## src/rtl/dpp_pkg.sv

```systemverilog
// Shared types, register codes and reset values for the depth pixel to point block.
package dpp_pkg;

	localparam int DEPTH_W  = 16;
	localparam int GRAY_W   = 8;
	localparam int INV_W    = 24;
	localparam int CENTER_W = 16;
	localparam int ROT_W    = 16;
	localparam int TRANS_W  = 20;
	localparam int OUT_W    = 19;
	localparam int REG_IDX_W = 3;
	localparam int WR_DATA_W = 60;

	localparam int OUT_MAX = 262143;
	localparam int OUT_MIN = -262144;

	// register indexes on the write port
	localparam logic [REG_IDX_W-1:0] REG_INV_FOCAL_X  = 3'd0;
	localparam logic [REG_IDX_W-1:0] REG_INV_FOCAL_Y  = 3'd1;
	localparam logic [REG_IDX_W-1:0] REG_CENTER_COL   = 3'd2;
	localparam logic [REG_IDX_W-1:0] REG_CENTER_ROW   = 3'd3;
	localparam logic [REG_IDX_W-1:0] REG_ROT_ROW_ZERO = 3'd4;
	localparam logic [REG_IDX_W-1:0] REG_ROT_ROW_ONE  = 3'd5;
	localparam logic [REG_IDX_W-1:0] REG_ROT_ROW_TWO  = 3'd6;
	localparam logic [REG_IDX_W-1:0] REG_TRANSLATION  = 3'd7;

	localparam logic [INV_W-1:0]    INV_FOCAL_RST  = 24'd31957;
	localparam logic [CENTER_W-1:0] CENTER_COL_RST = 16'd5112;
	localparam logic [CENTER_W-1:0] CENTER_ROW_RST = 16'd3832;
	localparam logic [3*ROT_W-1:0]  ROT_ROW0_RST   = 48'h4000_0000_0000;
	localparam logic [3*ROT_W-1:0]  ROT_ROW1_RST   = 48'h0000_4000_0000;
	localparam logic [3*ROT_W-1:0]  ROT_ROW2_RST   = 48'h0000_0000_4000;
	localparam logic [3*TRANS_W-1:0] TRANS_RST     = '0;

	// rot[i] is row i; element k of a row sits at rot[i][2-k]
	// trans[2] is x, trans[1] is y, trans[0] is z
	typedef struct packed {
		logic [INV_W-1:0]              inv_focal_x;
		logic [INV_W-1:0]              inv_focal_y;
		logic [CENTER_W-1:0]           center_col;
		logic [CENTER_W-1:0]           center_row;
		logic [2:0][2:0][ROT_W-1:0]    rot;
		logic [2:0][TRANS_W-1:0]       trans;
	} cfg_t;

	// width of a camera-frame coordinate (Q.4 mm, signed) for a given index width
	function automatic int cam_width(input int index_bits);
		int dw;
		dw = ((index_bits + 4) > CENTER_W) ? (index_bits + 4) : CENTER_W;
		return dw + 1 + 18;
	endfunction

endpackage

```

## src/rtl/dpp_cfg_regs.sv

```systemverilog
// Configuration register file: intrinsics, rotation rows and translation.
module dpp_cfg_regs (
	input  logic                           clk,
	input  logic                           arst_n,
	input  logic                           wr_en,
	input  logic [dpp_pkg::REG_IDX_W-1:0]  wr_index,
	input  logic [dpp_pkg::WR_DATA_W-1:0]  wr_data,
	output dpp_pkg::cfg_t                  cfg
);

	dpp_pkg::cfg_t cfg_q;

	always_ff @(posedge clk or negedge arst_n) begin
		if (!arst_n) begin
			cfg_q.inv_focal_x <= dpp_pkg::INV_FOCAL_RST;
			cfg_q.inv_focal_y <= dpp_pkg::INV_FOCAL_RST;
			cfg_q.center_col  <= dpp_pkg::CENTER_COL_RST;
			cfg_q.center_row  <= dpp_pkg::CENTER_ROW_RST;
			cfg_q.rot[0]      <= dpp_pkg::ROT_ROW0_RST;
			cfg_q.rot[1]      <= dpp_pkg::ROT_ROW1_RST;
			cfg_q.rot[2]      <= dpp_pkg::ROT_ROW2_RST;
			cfg_q.trans       <= dpp_pkg::TRANS_RST;
		end else if (wr_en) begin
			unique case (wr_index)
				dpp_pkg::REG_INV_FOCAL_X:  cfg_q.inv_focal_x <= wr_data[dpp_pkg::INV_W-1:0];
				dpp_pkg::REG_INV_FOCAL_Y:  cfg_q.inv_focal_y <= wr_data[dpp_pkg::INV_W-1:0];
				dpp_pkg::REG_CENTER_COL:   cfg_q.center_col  <= wr_data[dpp_pkg::CENTER_W-1:0];
				dpp_pkg::REG_CENTER_ROW:   cfg_q.center_row  <= wr_data[dpp_pkg::CENTER_W-1:0];
				dpp_pkg::REG_ROT_ROW_ZERO: cfg_q.rot[0] <= wr_data[3*dpp_pkg::ROT_W-1:0];
				dpp_pkg::REG_ROT_ROW_ONE:  cfg_q.rot[1] <= wr_data[3*dpp_pkg::ROT_W-1:0];
				dpp_pkg::REG_ROT_ROW_TWO:  cfg_q.rot[2] <= wr_data[3*dpp_pkg::ROT_W-1:0];
				dpp_pkg::REG_TRANSLATION:  cfg_q.trans  <= wr_data[3*dpp_pkg::TRANS_W-1:0];
				default: ;
			endcase
		end
	end

	assign cfg = cfg_q;

endmodule

```

## config.mk

```make
export PLATFORM = sky130hd
export DESIGN_NAME = dpp_cfg_regs
export DESIGN_NICKNAME = d
export VERILOG_FILES = /design/src/rtl/dpp_pkg.sv /design/src/rtl/dpp_cfg_regs.sv
export SDC_FILE = /design/constraint.sdc
export NUM_CORES = 1
export LEC_CHECK = 0
export BUFFER_PORTS_ARGS = -buffer_cell sky130_fd_sc_hd__clkbuf_2
export CORE_ASPECT_RATIO = 0.6
export CORE_UTILIZATION = 45
export CTS_BUF_LIST = sky130_fd_sc_hd__clkbuf_2
export CTS_CLUSTER_DIAMETER = 120
export CTS_CLUSTER_SIZE = 24
export DETAILED_ROUTE_END_ITERATION = 8
export GPL_ROUTABILITY_DRIVEN = 1
export PLACE_DENSITY_LB_ADDON = 0.15
export SLEW_MARGIN = 20
export SYNTH_ARGS = -nofsm -noshare
export SYNTH_HDL_FRONTEND = slang
export SYNTH_SLANG_ARGS = --single-unit
```

## constraint.sdc

```tcl
create_clock -name clk -period 0.8 [get_ports clk]
set_input_delay 0.16 -clock clk [delete_from_list [all_inputs] [get_ports clk]]
set_output_delay 0.16 -clock clk [all_outputs]
set_load 0.01 [all_outputs]
```

==> out/summary.txt <==
distinct cell type count after synthesis: 12
syn_area_per_cell: 17.6 um^2
vias in the first global route: 7469
routed via count: 7243
port bufs: 349
post-place setup slack: -0.638 ns
Total GRT Usage: 0.235
Seq/Total Area, Yosys: 0.667
setup violators final: 410
RSZ-0062 raised after global routing: true
Most used DFF post-synth: dfrtp_1
Worst Setup SP: cfg[232]$_DFFE_PN1P_
Max Root-Sink Buffers: 3
Clk Tree Root Cell: clkbuf_2
failing checks: negative hold slack, negative setup slack
WP buf/inv: 1
Synth area leaders: dfrtp_1 (57%), mux2_2 (28%), dfstp_2 (9.5%)
Max-Cap Viols: 0
period utilization: 2.20
DRT antenna net count: 0
initial DRC count: 260
total CTS buffers: 15
worst hold path class: in -> reg
slowest CP cell: dfstp_2
clock sinks: 284
synth warn: 0
leading area contributor after synthesis: dfrtp_1
Post-Synthesis Cell Area: 0.0107 mm^2
routed wire length: 30400 um
vias per std cell: 4.94
hold path startpoint: wr_index[1]
synthesis-to-layout area growth: 51.4%
Setup crit end kind: output pin
most numerous cell in the Yosys netlist: mux2_2
initial antenna violation count: 0
WP data arrival: 1.60 ns
Die Wd: 201 um
top post-synthesis cells by count: mux2_2 (270), dfrtp_1 (245), dfstp_2 (39)
Synth Net Count: 675
Yosys top cell area share: 0.571
worst skew pair latency: 0.84 ns
cell family with most CP delay: flip-flops
post-layout net count: 1209
Yosys reg bits: 284
Starting Density: 0.462
Slew @ Worst Pin: 0.454 ns
row cnt: 43
CP required: 0.64 ns
max_slew headroom: 0.697
VDD IR-drop max: 0.00165 V
cells along the critical path: buf_8
status: complete, but fails checks
CTS clock-pin slew for the worst setup and hold paths: 0.45 ns
ys async rst share: 1.00
H-tree levels: 1
Placer Congestion: 0.771
CTS tree: built
dpl hpwl: 19600 um
Overflow after GRT: 0
max FFs per register: 284
DR DRC count: 0
Final Max Slew Viols: 0
pin count of the biggest net entering global routing: 53
first-pass GRT wire length: 44800 um
Post-Synthesis Cells: 609
die height: 122 um
clk_skew: 0 ns
Tmin final: 1.76 ns
Die Area: 0.0245 mm^2
CP max FO: 2
EDFF count, synth: 0
leak pwr: 0.00803 uW
Hold Fails Final Rpt: 25
number of antenna diodes: 0
R2R Setup Slk: -0.24 ns
Setup WS post-layout: -0.958 ns
io pins: 350
Max Clock Freq: 569 MHz
CP Launch Type: register
WHS: -0.0885 ns
P per Cell Area: 2430 mW/mm^2
crit-path max cell delay: 0.66 ns
drt pass-1 iters: 5
WS Path Type: reg -> out
Wirelength per Cell: 20.7 um
core area: 0.0232 mm^2
layout cells sized above 1: 0.719
Crit Reg-Reg Startpoint: cfg[277]$_DFFE_PN0P_
final setup TNS: -241.02 ns
## final timing paths
check / end / depth (start not counted)
setup reg to reg: cfg[277]$_DFFE_PN0P_ / 3
min in group asynchronous: cfg[57]$_DFFE_PN0P_ / 3
setup / recovery: cfg[232] / 1
hold / removal: cfg[283]$_DFFE_PN0P_ / 4
max in group asynchronous: cfg[144]$_DFFE_PN0P_ / 5
hold reg to reg: cfg[114]$_DFFE_PN0P_ / 1
## cell usage in the layout, fill, tap and decap left out, types with 10 or more instances in the layout
master	count
dlygate4sd3_1	74
buf_2	10
buf_12	24
buf_6	147
dfstp_2	39
dfrtp_1	245
mux2_2	148
buf_4	38
clkbuf_2	258
mux2_4	134
buf_8	21
## layer usage
layer	up-vias	routed length [um]	track usage
li1	3211	-	-
met1	3756	13400	0.326
met2	229	14300	0.375
met3	47	2070	0.0661
met4	0	677	0.0436
met5	-	0	0
## logic make-up after synthesis
kind of cell	share of synthesized area
muxes	0.298
DFF	0.667
buffers and inverters	0.0226
and+or+nand+nor	0.0129
## power by group
part	leakage, uW	switching (uW)	internal [uW]
registers	0.00335	2190	17900
clock network	0.000110	4250	1050
logic	0.00457	5400	8790
## what timing repair did
action | in CTS | in global routing
hold endpoints to repair | 568 | 280
resized for setup | 28 | 327
hold buffers | 75 | 1
setup endpoints to repair | 287 | 818
setup buffers | 59 | 51
## stage by stage
stage	utilization	power, uW	instances	cell area, um^2	hold WS [ns]
2_1_floorplan	-	24900	609	11300	-0.136
3_3_place_gp	0.587	29900	1285	13600	-0.0179
3_5_place_dp	0.587	30100	1285	13600	-0.0204
4_1_cts	0.653	37000	1443	15200	-0.176
5_1_grt	0.700	41400	1465	16300	-0.190
6_report	0.700	39500	1465	16300	-0.0885
## layout make-up
cell class | count | area, um^2
multi-input combinational | 292 | 3850
clock buffer | 23 | 115
tap | 315 | 394
timing repair buffer | 550 | 4720
fill | 1590 | 6980
clock inverter | 1 | 30.0
sequential | 284 | 7160
(Power assumes the default switching activity.)
